**src/sv/cdr_pkg.sv**
```systemverilog
// Shared types, constants and helper functions for the captive DNS responder.
`timescale 1ns / 1ps
package cdr_pkg;

  typedef struct packed {
    logic [7:0] query_byte;
    logic       query_last;
  } query_t;

  typedef struct packed {
    logic [7:0] reply_byte;
    logic       reply_last;
    logic       dropped;
  } reply_t;

  typedef enum logic [2:0] {
    ST_RX,
    ST_CHECK,
    ST_DROP,
    ST_EMIT,
    ST_DRAIN
  } ctrl_state_t;

  typedef enum logic [1:0] {
    PH_HEADER,
    PH_LENGTH,
    PH_LABEL,
    PH_DONE
  } name_phase_t;

  typedef enum logic [1:0] {
    SRC_CONST,
    SRC_RAM,
    SRC_FLAGS
  } byte_src_t;

  typedef struct packed {
    logic rx_en;
    logic idx_clear;
    logic issue;
    logic issue_drop;
  } cdr_cmd_t;

  typedef struct packed {
    logic last_accepted;
    logic drop;
    logic issue_last;
    logic adv;
    logic s1_busy;
  } cdr_status_t;

  localparam int          HDR_BYTES    = 12;
  localparam int          MIN_QUERY    = 13;
  localparam int          TAIL_LAST    = 15;
  localparam int          NUM_PATTERNS = 3;
  localparam logic [7:0]  HDR_FLAGS    = 8'h84;
  localparam logic [7:0]  NAME_PTR_HI  = 8'hC0;
  localparam logic [7:0]  NAME_PTR_LO  = 8'h0C;
  localparam logic [7:0]  TYPE_A       = 8'h01;
  localparam logic [7:0]  CLASS_IN     = 8'h01;
  localparam logic [7:0]  RDLENGTH     = 8'h04;
  localparam logic [7:0]  DOT_CHAR     = 8'h2E;
  localparam logic [31:0] ADDR_RESET   = 32'hC0A80401;

  function automatic logic [7:0] pat_char(input logic [1:0] p, input logic [2:0] k);
    logic [7:0] c;
    c = 8'h00;
    case (p)
      2'd0: begin
        case (k)
          3'd0: c = "d";
          3'd1: c = "i";
          3'd2: c = "g";
          3'd3: c = "i";
          3'd4: c = "t";
          default: c = 8'h00;
        endcase
      end
      2'd1: begin
        case (k)
          3'd0: c = "l";
          3'd1: c = "e";
          3'd2: c = "d";
          default: c = 8'h00;
        endcase
      end
      2'd2: begin
        case (k)
          3'd0: c = "L";
          3'd1: c = "E";
          3'd2: c = "D";
          default: c = 8'h00;
        endcase
      end
      default: c = 8'h00;
    endcase
    return c;
  endfunction

  function automatic logic [2:0] pat_len(input logic [1:0] p);
    return (p == 2'd0) ? 3'd5 : 3'd3;
  endfunction

  // Answer section after the echoed question: pointer, type, class, TTL, length, address.
  function automatic logic [7:0] tail_byte(input logic [3:0] j, input logic [31:0] addr);
    logic [7:0] b;
    b = 8'h00;
    case (j)
      4'd0:    b = NAME_PTR_HI;
      4'd1:    b = NAME_PTR_LO;
      4'd3:    b = TYPE_A;
      4'd5:    b = CLASS_IN;
      4'd11:   b = RDLENGTH;
      4'd12:   b = addr[31:24];
      4'd13:   b = addr[23:16];
      4'd14:   b = addr[15:8];
      4'd15:   b = addr[7:0];
      default: b = 8'h00;
    endcase
    return b;
  endfunction

endpackage

```
**src/sv/cdr_ram.sv**
```systemverilog
// Generic single-write, single-read RAM with registered read data.
`timescale 1ns / 1ps
module cdr_ram #(
  parameter int WIDTH = 8,
  parameter int DEPTH = 48
) (
  input  logic                     clk,
  input  logic                     we,
  input  logic [$clog2(DEPTH)-1:0] waddr,
  input  logic [WIDTH-1:0]         wdata,
  input  logic                     re,
  input  logic [$clog2(DEPTH)-1:0] raddr,
  output logic [WIDTH-1:0]         rdata
);

  logic [WIDTH-1:0] mem [DEPTH];

  always_ff @(posedge clk) begin
    if (we) begin
      mem[waddr] <= wdata;
    end
    if (re) begin
      rdata <= mem[raddr];
    end
  end

endmodule

```
**src/sv/cdr_ctrl.sv**
```systemverilog
// Controller state machine: receive, decide, emit reply or drop, drain.
`timescale 1ns / 1ps
module cdr_ctrl (
  input  logic                clk,
  input  logic                rst,
  input  cdr_pkg::cdr_status_t status,
  output cdr_pkg::cdr_cmd_t    cmd
);

  cdr_pkg::ctrl_state_t state, state_next;

  always_ff @(posedge clk) begin
    if (rst) begin
      state <= cdr_pkg::ST_RX;
    end else begin
      state <= state_next;
    end
  end

  always_comb begin
    state_next = state;
    unique case (state)
      cdr_pkg::ST_RX: begin
        if (status.last_accepted) state_next = cdr_pkg::ST_CHECK;
      end
      cdr_pkg::ST_CHECK: begin
        state_next = status.drop ? cdr_pkg::ST_DROP : cdr_pkg::ST_EMIT;
      end
      cdr_pkg::ST_DROP: begin
        if (status.adv) state_next = cdr_pkg::ST_DRAIN;
      end
      cdr_pkg::ST_EMIT: begin
        if (status.adv && status.issue_last) state_next = cdr_pkg::ST_DRAIN;
      end
      cdr_pkg::ST_DRAIN: begin
        if (!status.s1_busy) state_next = cdr_pkg::ST_RX;
      end
      default: state_next = cdr_pkg::ST_RX;
    endcase
  end

  always_comb begin
    cmd = '0;
    unique case (state)
      cdr_pkg::ST_RX:    cmd.rx_en = 1'b1;
      cdr_pkg::ST_CHECK: cmd.idx_clear = 1'b1;
      cdr_pkg::ST_DROP: begin
        cmd.issue      = status.adv;
        cmd.issue_drop = 1'b1;
      end
      cdr_pkg::ST_EMIT:  cmd.issue = status.adv;
      cdr_pkg::ST_DRAIN: cmd = '0;
      default:           cmd = '0;
    endcase
  end

endmodule

```
**src/sv/cdr_dp.sv**
```systemverilog
// Datapath: query store, name parser and matchers, reply sequencer and output stage.
`timescale 1ns / 1ps
module cdr_dp #(
  parameter int QUERY_BYTES = 48,
  parameter int NAME_CHARS  = 29
) (
  input  logic                 clk,
  input  logic                 rst,
  input  cdr_pkg::cdr_cmd_t    cmd,
  output cdr_pkg::cdr_status_t status,
  input  logic                 query_valid,
  input  cdr_pkg::query_t      query,
  input  logic                 cfg_wr_en,
  input  logic [31:0]          cfg_wr_data,
  output logic                 reply_valid,
  input  logic                 reply_ready,
  output cdr_pkg::reply_t      reply
);

  localparam int CNT_W  = $clog2(QUERY_BYTES + 1);
  localparam int ADDR_W = $clog2(QUERY_BYTES);
  localparam int IDX_W  = $clog2(QUERY_BYTES + 16);
  localparam int NL_W   = $clog2(NAME_CHARS + 1);

  logic [31:0]            answer_address;

  logic [CNT_W-1:0]       byte_count, byte_count_next;
  logic [7:0]             label_remaining, label_remaining_next;
  cdr_pkg::name_phase_t   name_phase, name_phase_next, eff_phase;
  logic [NL_W-1:0]        name_length, name_length_next;
  logic [2:0]             pattern_progress [cdr_pkg::NUM_PATTERNS];
  logic [2:0]             pattern_progress_next [cdr_pkg::NUM_PATTERNS];
  logic                   name_matched, name_matched_next;
  logic                   query_invalid, query_invalid_next;
  logic                   name_overflow;
  logic                   ap_en;
  logic [7:0]             ap_char;
  logic                   accept, store_full;

  logic [CNT_W-1:0]       reply_len;
  logic                   drop_flag;

  logic [IDX_W-1:0]       k;
  logic [3:0]             tail_j;
  cdr_pkg::byte_src_t     iss_src;
  logic [7:0]             iss_const;
  logic [ADDR_W-1:0]      iss_addr;
  logic                   iss_last;
  logic                   adv;

  logic                   s1_valid;
  cdr_pkg::byte_src_t     s1_src;
  logic [7:0]             s1_const;
  logic                   s1_last;
  logic                   s1_drop;
  logic [7:0]             rdata;
  logic [7:0]             out_byte;

  assign accept     = query_valid && cmd.rx_en;
  assign store_full = (byte_count >= CNT_W'(QUERY_BYTES));
  assign eff_phase  = (name_phase == cdr_pkg::PH_HEADER &&
                       byte_count == CNT_W'(cdr_pkg::HDR_BYTES)) ?
                      cdr_pkg::PH_LENGTH : name_phase;

  cdr_ram #(.WIDTH(8), .DEPTH(QUERY_BYTES)) u_store (
    .clk   (clk),
    .we    (accept && !store_full),
    .waddr (byte_count[ADDR_W-1:0]),
    .wdata (query.query_byte),
    .re    (adv),
    .raddr (iss_addr),
    .rdata (rdata)
  );

  // Name parser
  always_comb begin
    byte_count_next      = byte_count;
    label_remaining_next = label_remaining;
    name_phase_next      = name_phase;
    query_invalid_next   = query_invalid;
    ap_en                = 1'b0;
    ap_char              = query.query_byte;
    if (accept) begin
      if (store_full) begin
        query_invalid_next = 1'b1;
      end else begin
        byte_count_next = byte_count + CNT_W'(1);
        if (!query_invalid) begin
          unique case (eff_phase) inside
            cdr_pkg::PH_LENGTH: begin
              if (query.query_byte == 8'h00) begin
                name_phase_next = cdr_pkg::PH_DONE;
              end else begin
                ap_en                = (name_length != '0);
                ap_char              = cdr_pkg::DOT_CHAR;
                label_remaining_next = query.query_byte;
                name_phase_next      = cdr_pkg::PH_LABEL;
              end
            end
            cdr_pkg::PH_LABEL: begin
              if (query.query_byte == 8'h00) begin
                name_phase_next = cdr_pkg::PH_DONE;
              end else begin
                ap_en                = 1'b1;
                label_remaining_next = label_remaining - 8'd1;
                if (label_remaining == 8'd1) name_phase_next = cdr_pkg::PH_LENGTH;
              end
            end
            cdr_pkg::PH_HEADER, cdr_pkg::PH_DONE: begin
              name_phase_next = name_phase;
            end
            default: name_phase_next = name_phase;
          endcase
        end
      end
    end
  end

  // Pattern matchers, one per pattern
  always_comb begin
    logic [2:0] kn;
    kn                = '0;
    name_overflow     = 1'b0;
    name_length_next  = name_length;
    name_matched_next = name_matched;
    for (int p = 0; p < cdr_pkg::NUM_PATTERNS; p++) begin
      pattern_progress_next[p] = pattern_progress[p];
    end
    if (ap_en) begin
      if (name_length >= NL_W'(NAME_CHARS)) begin
        name_overflow = 1'b1;
      end else begin
        name_length_next = name_length + NL_W'(1);
        for (int p = 0; p < cdr_pkg::NUM_PATTERNS; p++) begin
          if (pattern_progress[p] < cdr_pkg::pat_len(2'(p)) &&
              ap_char == cdr_pkg::pat_char(2'(p), pattern_progress[p])) begin
            kn = pattern_progress[p] + 3'd1;
          end else begin
            kn = (ap_char == cdr_pkg::pat_char(2'(p), 3'd0)) ? 3'd1 : 3'd0;
          end
          if (kn >= cdr_pkg::pat_len(2'(p))) begin
            name_matched_next = 1'b1;
            kn = 3'd0;
          end
          pattern_progress_next[p] = kn;
        end
      end
    end
  end

  always_ff @(posedge clk) begin
    if (rst || (accept && query.query_last)) begin
      byte_count      <= '0;
      label_remaining <= '0;
      name_phase      <= cdr_pkg::PH_HEADER;
      name_length     <= '0;
      name_matched    <= 1'b0;
      query_invalid   <= 1'b0;
      for (int p = 0; p < cdr_pkg::NUM_PATTERNS; p++) begin
        pattern_progress[p] <= '0;
      end
    end else begin
      byte_count      <= byte_count_next;
      label_remaining <= label_remaining_next;
      name_phase      <= name_phase_next;
      name_length     <= name_length_next;
      name_matched    <= name_matched_next;
      query_invalid   <= query_invalid_next || name_overflow;
      for (int p = 0; p < cdr_pkg::NUM_PATTERNS; p++) begin
        pattern_progress[p] <= pattern_progress_next[p];
      end
    end
  end

  always_ff @(posedge clk) begin
    if (rst) begin
      answer_address <= cdr_pkg::ADDR_RESET;
      drop_flag      <= 1'b0;
    end else begin
      if (cfg_wr_en) answer_address <= cfg_wr_data;
      if (accept && query.query_last) begin
        reply_len <= byte_count_next;
        drop_flag <= query_invalid_next || name_overflow || !name_matched_next ||
                     (byte_count_next < CNT_W'(cdr_pkg::MIN_QUERY));
      end
    end
  end

  // Reply sequencer: index k walks header, echoed question, answer record
  assign tail_j = 4'(k - IDX_W'(reply_len));

  always_comb begin
    iss_src   = cdr_pkg::SRC_CONST;
    iss_const = 8'h00;
    iss_addr  = '0;
    iss_last  = (k == IDX_W'(reply_len) + IDX_W'(cdr_pkg::TAIL_LAST));
    if (k < IDX_W'(cdr_pkg::HDR_BYTES)) begin
      case (k[3:0]) inside
        4'd0: begin iss_src = cdr_pkg::SRC_RAM;   iss_addr = ADDR_W'(0); end
        4'd1: begin iss_src = cdr_pkg::SRC_RAM;   iss_addr = ADDR_W'(1); end
        4'd2: begin iss_src = cdr_pkg::SRC_FLAGS; iss_addr = ADDR_W'(2); end
        4'd4, 4'd6: begin iss_src = cdr_pkg::SRC_RAM; iss_addr = ADDR_W'(4); end
        4'd5, 4'd7: begin iss_src = cdr_pkg::SRC_RAM; iss_addr = ADDR_W'(5); end
        default: iss_src = cdr_pkg::SRC_CONST;
      endcase
    end else if (k < IDX_W'(reply_len)) begin
      iss_src  = cdr_pkg::SRC_RAM;
      iss_addr = k[ADDR_W-1:0];
    end else begin
      iss_const = cdr_pkg::tail_byte(tail_j, answer_address);
    end
  end

  always_ff @(posedge clk) begin
    if (cmd.idx_clear) begin
      k <= '0;
    end else if (cmd.issue) begin
      k <= k + IDX_W'(1);
    end
  end

  // Read stage and output register
  assign adv = !reply_valid || reply_ready;

  always_comb begin
    case (s1_src)
      cdr_pkg::SRC_RAM:   out_byte = rdata;
      cdr_pkg::SRC_FLAGS: out_byte = cdr_pkg::HDR_FLAGS | {7'b0, rdata[0]};
      default:            out_byte = s1_const;
    endcase
  end

  always_ff @(posedge clk) begin
    if (rst) begin
      s1_valid    <= 1'b0;
      reply_valid <= 1'b0;
    end else if (adv) begin
      s1_valid    <= cmd.issue;
      reply_valid <= s1_valid;
    end
  end

  always_ff @(posedge clk) begin
    if (adv) begin
      s1_src   <= cmd.issue_drop ? cdr_pkg::SRC_CONST : iss_src;
      s1_const <= cmd.issue_drop ? 8'h00 : iss_const;
      s1_last  <= cmd.issue_drop || iss_last;
      s1_drop  <= cmd.issue_drop;
      reply.reply_byte <= out_byte;
      reply.reply_last <= s1_last;
      reply.dropped    <= s1_drop;
    end
  end

  assign status.last_accepted = accept && query.query_last;
  assign status.drop          = drop_flag;
  assign status.issue_last    = iss_last;
  assign status.adv           = adv;
  assign status.s1_busy       = s1_valid;

endmodule

```
**src/sv/captive_dns_responder.sv**
```systemverilog
// Captive portal DNS responder top level.
//
// Query bytes enter on the query channel (query_valid/query_ready), one
// transaction per byte, query_last on the final byte. While a query is being
// received one byte is taken every cycle; the name is parsed and matched on
// the fly. After the last byte the reply channel (reply_valid/reply_ready)
// carries either one dropped transaction or L+16 reply bytes for an L-byte
// query, one per cycle when the receiver is ready, reply_last on the final one.
// After the last query byte is accepted the controller decides between reply and
// drop, then issues the results; reply bytes are read back from the query store
// (one write port, one read port) through a registered read stage and an output
// register. query_ready is low from the last query byte until every result has
// been issued into the output register.
// A stalled receiver freezes the read stage and output register; nothing is
// lost. Reset (rst, synchronous) empties the pipeline, clears the parser and
// restores answer_address to 192.168.4.1; cfg_wr_en writes it from cfg_wr_data.
`timescale 1ns / 1ps
module captive_dns_responder #(
  parameter int QUERY_BYTES = 48,
  parameter int NAME_CHARS  = 29
) (
  input  logic            clk,
  input  logic            rst,
  input  logic            query_valid,
  output logic            query_ready,
  input  cdr_pkg::query_t query,
  output logic            reply_valid,
  input  logic            reply_ready,
  output cdr_pkg::reply_t reply,
  input  logic            cfg_wr_en,
  input  logic [31:0]     cfg_wr_data
);

  cdr_pkg::cdr_cmd_t    cmd;
  cdr_pkg::cdr_status_t status;

  assign query_ready = cmd.rx_en;

  cdr_ctrl u_ctrl (
    .clk    (clk),
    .rst    (rst),
    .status (status),
    .cmd    (cmd)
  );

  cdr_dp #(
    .QUERY_BYTES (QUERY_BYTES),
    .NAME_CHARS  (NAME_CHARS)
  ) u_dp (
    .clk         (clk),
    .rst         (rst),
    .cmd         (cmd),
    .status      (status),
    .query_valid (query_valid),
    .query       (query),
    .cfg_wr_en   (cfg_wr_en),
    .cfg_wr_data (cfg_wr_data),
    .reply_valid (reply_valid),
    .reply_ready (reply_ready),
    .reply       (reply)
  );

endmodule

```
**config.mk**
```make
export PLATFORM = sky130hd
export DESIGN_NAME = captive_dns_responder
export DESIGN_NICKNAME = d
export VERILOG_FILES = /design/src/sv/cdr_pkg.sv /design/src/sv/cdr_ram.sv /design/src/sv/cdr_ctrl.sv /design/src/sv/cdr_dp.sv /design/src/sv/captive_dns_responder.sv
export SDC_FILE = /design/constraint.sdc
export NUM_CORES = 1
export LEC_CHECK = 0
export ABC_AREA = 1
export BUFFER_PORTS_ARGS = -buffer_cell sky130_fd_sc_hd__buf_2
export CORE_ASPECT_RATIO = 0.6
export CORE_UTILIZATION = 35
export CTS_CLUSTER_SIZE = 10
export DETAILED_ROUTE_END_ITERATION = 7
export GPL_TIMING_DRIVEN = 1
export RECOVER_POWER = 50
export REMOVE_ABC_BUFFERS = 1
export SLEW_MARGIN = 0
export SYNTH_ARGS = -nofsm -noshare
export SYNTH_HDL_FRONTEND = slang
export SYNTH_SLANG_ARGS = --single-unit
```
**constraint.sdc**
```tcl
create_clock -name clk -period 5.4 [get_ports clk]
set_input_delay 1.08 -clock clk [delete_from_list [all_inputs] [get_ports clk]]
set_output_delay 1.08 -clock clk [all_outputs]
set_load 0.01 [all_outputs]
```
==> out/qor.yml <==
floorplan:
  design.die.area_mm2: 0.0638
  core_area_mm2: 0.0615
  start_util_pct: 35.7
  die_y_um: 196
  die_w_um: 325
  num_io_pins: 58
  num_rows: 70
routing:
  ant_nets: 0
  first_pass_iters: 6
  wire_per_inst_um: 20.2
  viasPerCell: 5.31
  wl_um: 58900
  drt_iter0_drc: 1804
  drc: 0
  via_count: 15460
synth:
  synthSimpleGateAreaFrac_pct: 15.7
  yosysTopAreaCellShare_pct: 57.4
  synth-edff-count: 420
  ys_ff_latch: 496
  synth-main-ff-cell: "edfxtp_1"
  netlist_top_cells_area: "edfxtp_1 57%, dfxtp_1 6.9%, nand3_1 5.2%"
  yosysWarnings: 0
  synth_area_mm2: 0.0220
  synth-compound-area-share_pct: 11.3
  synthAdderAreaFrac_pct: 1.97
  synthArstFlopShare_pct: 0
  muxShareOfSynthArea_pct: 0
  synth_xor_area_share_pct: 0.678
  yosysTopAreaCell: "edfxtp_1"
  syn_inst: 2016
  synth-seq-area-share_pct: 64.4
  avgSynthCellArea_um2: 10.9
  synth_top_family_by_area: "simple AND/OR/NAND/NOR gates"
  synth_cell_types: 44
critical_path:
  max_stage_delay_ns: 0.46
  cp_slowest_cell: "fa_1"
  endpoint_kind: "flop"
  reg2reg_slack_ns: 1.03
  worstPathCellList: "inv_1 > ha_1 > inv_1 > fa_1 > nand4_1 > nand3_2 > nor2_4 > nand2_1 > nand2_8 > inv_2 > buf_4 > o211ai_1 > nand3_1 > nand3_1 > nand3_1 > nand3_1 > nand2_1"
  critical_path.startpoint_type: "flop"
  crit_type: "flop to flop"
  cp_max_fo: 97
  cp_common_cell: "nand3_1"
  critPathArrivalTime_ns: 4.72
  required_ns: 5.75
timing:
  finalSetupTns_ns: 0
  max_freq_ghz: 0.229
  worst_pin_slew_ns: 2.98
  finalCriticalPeriod_ns: 4.37
  finalCritPeriodShare_pct: 80.9
  fin_ws_ns: 1.03
  timing.slew.headroom_pct: -98.4
  setup_viol: 0
  slew_violations: 426
  skew_ns: 0.0202
  hold_viol_final: 0
  rsz0062_at_grt: "no"
finish:
  final_common_cell: "edfxtp_1"
  n_antenna_cell: 0
  regArea_mm2: 0.0141
  multi_input_area_mm2: 0.00652
  instances_no_fill: 2911
  fillers: 5887
  finalNetCount: 2141
  area_growth_pct: 11.5
  drive_gt1_share_pct: 9.27
  post-route-util_pct: 39.8
  mostFrequentLayoutCells: "420 x edfxtp_1, 273 x nand2_1, 228 x nand3_1, 214 x inv_1, 166 x nor2_1"
global_routing:
  grt_overflow: 0
  grt_pass1_wl_um: 89800
  track_usage_pct: 18.4
  antenna_found_initial: 0
  first_global_vias: 14988
  grt_max_degree: 98
place:
  post-place-ws_ns: 1.19
  numPortBuffers: 57
  dp_hpwl_um: 37700
  place.gp.congestion: 0.885
  placed_cells: 2832
clocking:
  cts-root-buf: "clkbuf_16"
  numCtsBuffers: 55
  cts_sinks: 496
  clk_latency_ns: 0.60
  ctsHoldBuffers: 0
  cts_setup_buffers: 0
  cts.reportedPaths.clkPinSlew_ns: 0.06
  cts_resized: 0
  htreeDepth: 2
  max-clock-path-buffers: 3
  tritoncts: "yes"
run_status:
  status: "finished, violations left"
  violations: "max-capacitance violations, max-slew violations"
pwr:
  p_leak_nw: 8.91
  total_power_mw: 10.6
  vdd_drop_max_mv: 0.239
  power_density_mw_per_mm2: 434
hold_path:
  min-delay-path-class: "flop to flop"
run:
  drv_cap: 9
per-layer routing:
layer | vias up | global-route usage, % | routed length, um
met3 | 76 | 5.57 | 6180
met4 | 0 | 3.81 | 907
met1 | 7587 | 28.1 | 28100
met2 | 625 | 25.4 | 23700
met5 | - | 0 | 0
li1 | 7172 | - | -
cell families (layout without fill, tap and decap cells):
group	Yosys count	after routing
fa+ha+maj	34	34
simple gates	765	765
buf+inv	315	382
compound gates	389	389
flops	496	496
xor+xnor	17	17
flip-flops by register name, summed over array words and instances, names as in the netlist, 3 cells and up:
register	count
u_ctrl.state	3
u_dp.answer_address	32
u_dp.byte_count	6
u_dp.k	6
u_dp.label_remaining	8
u_dp.name_length	5
u_dp.pattern_progress	9
u_dp.reply	10
u_dp.reply_len	6
u_dp.s1_const	8
u_dp.u_store.mem	384
u_dp.u_store.rdata	8
where the power goes:
group	leakage [nW]	internal, mW	switching, mW	total, mW
registers	4.48	4.36	0.107	4.47
clock network	0.740	1.92	1.46	3.38
logic	3.69	0.827	1.95	2.78
total	8.91	7.11	3.51	10.6
critical path: cells and delay by family, from the launching register on:
family / cells / cell delay (ns)
DFF: 1 / 0.35
and+or+nand+nor: 10 / 1.85
buffers and inverters: 4 / 0.98
adders and majority gates: 2 / 0.63
AOI/OAI and AO/OA: 1 / 0.19
area by class of cell:
| class | instances | share of cell area (%) |
|---|---|---|
| tap | 828 | 4.23 |
| clock buffer | 79 | 6.25 |
| sequential | 496 | 57.7 |
| multi-input combinational | 1205 | 26.6 |
| timing repair buffer | 82 | 1.75 |
| inverter | 221 | 3.39 |
metrics by stage:
stage | cell area, um2 | hold WS [ns]
6_report | 24500 | 0.430
3_3_place_gp | 23000 | 0.408
4_1_cts | 24500 | 0.436
5_1_grt | 24500 | 0.454
3_5_place_dp | 23000 | 0.421
2_1_floorplan | 21500 | 0.400
synthesized netlist by cell type, types with 14 or more instances:
master    count
inv_1       214
nor3_1       14
nand2_1     273
nor2_1      167
dfxtp_1      76
o211ai_1    122
or2_2        33
buf_2        33
edfxtp_1    420
o21ai_0     144
a21oi_1      40
o21bai_1     57
clkbuf_1     42
nand3_1     228
ha_1         33
path summary, 6_finish.rpt:
path                           from                               to  depth (start not counted)
max          u_dp.k[0]$_SDFFE_PN0P_  u_dp.u_store.rdata[4]$_DFFE_PP_                         17
min reg2reg  u_dp.s1_last$_DFFE_PP_          u_dp.reply[1]$_DFFE_PP_                          0
max reg2reg  u_dp.k[0]$_SDFFE_PN0P_  u_dp.u_store.rdata[4]$_DFFE_PP_                         17
min          u_dp.s1_last$_DFFE_PP_          u_dp.reply[1]$_DFFE_PP_                          0
Note: power is estimated with default switching activity, not from simulation.
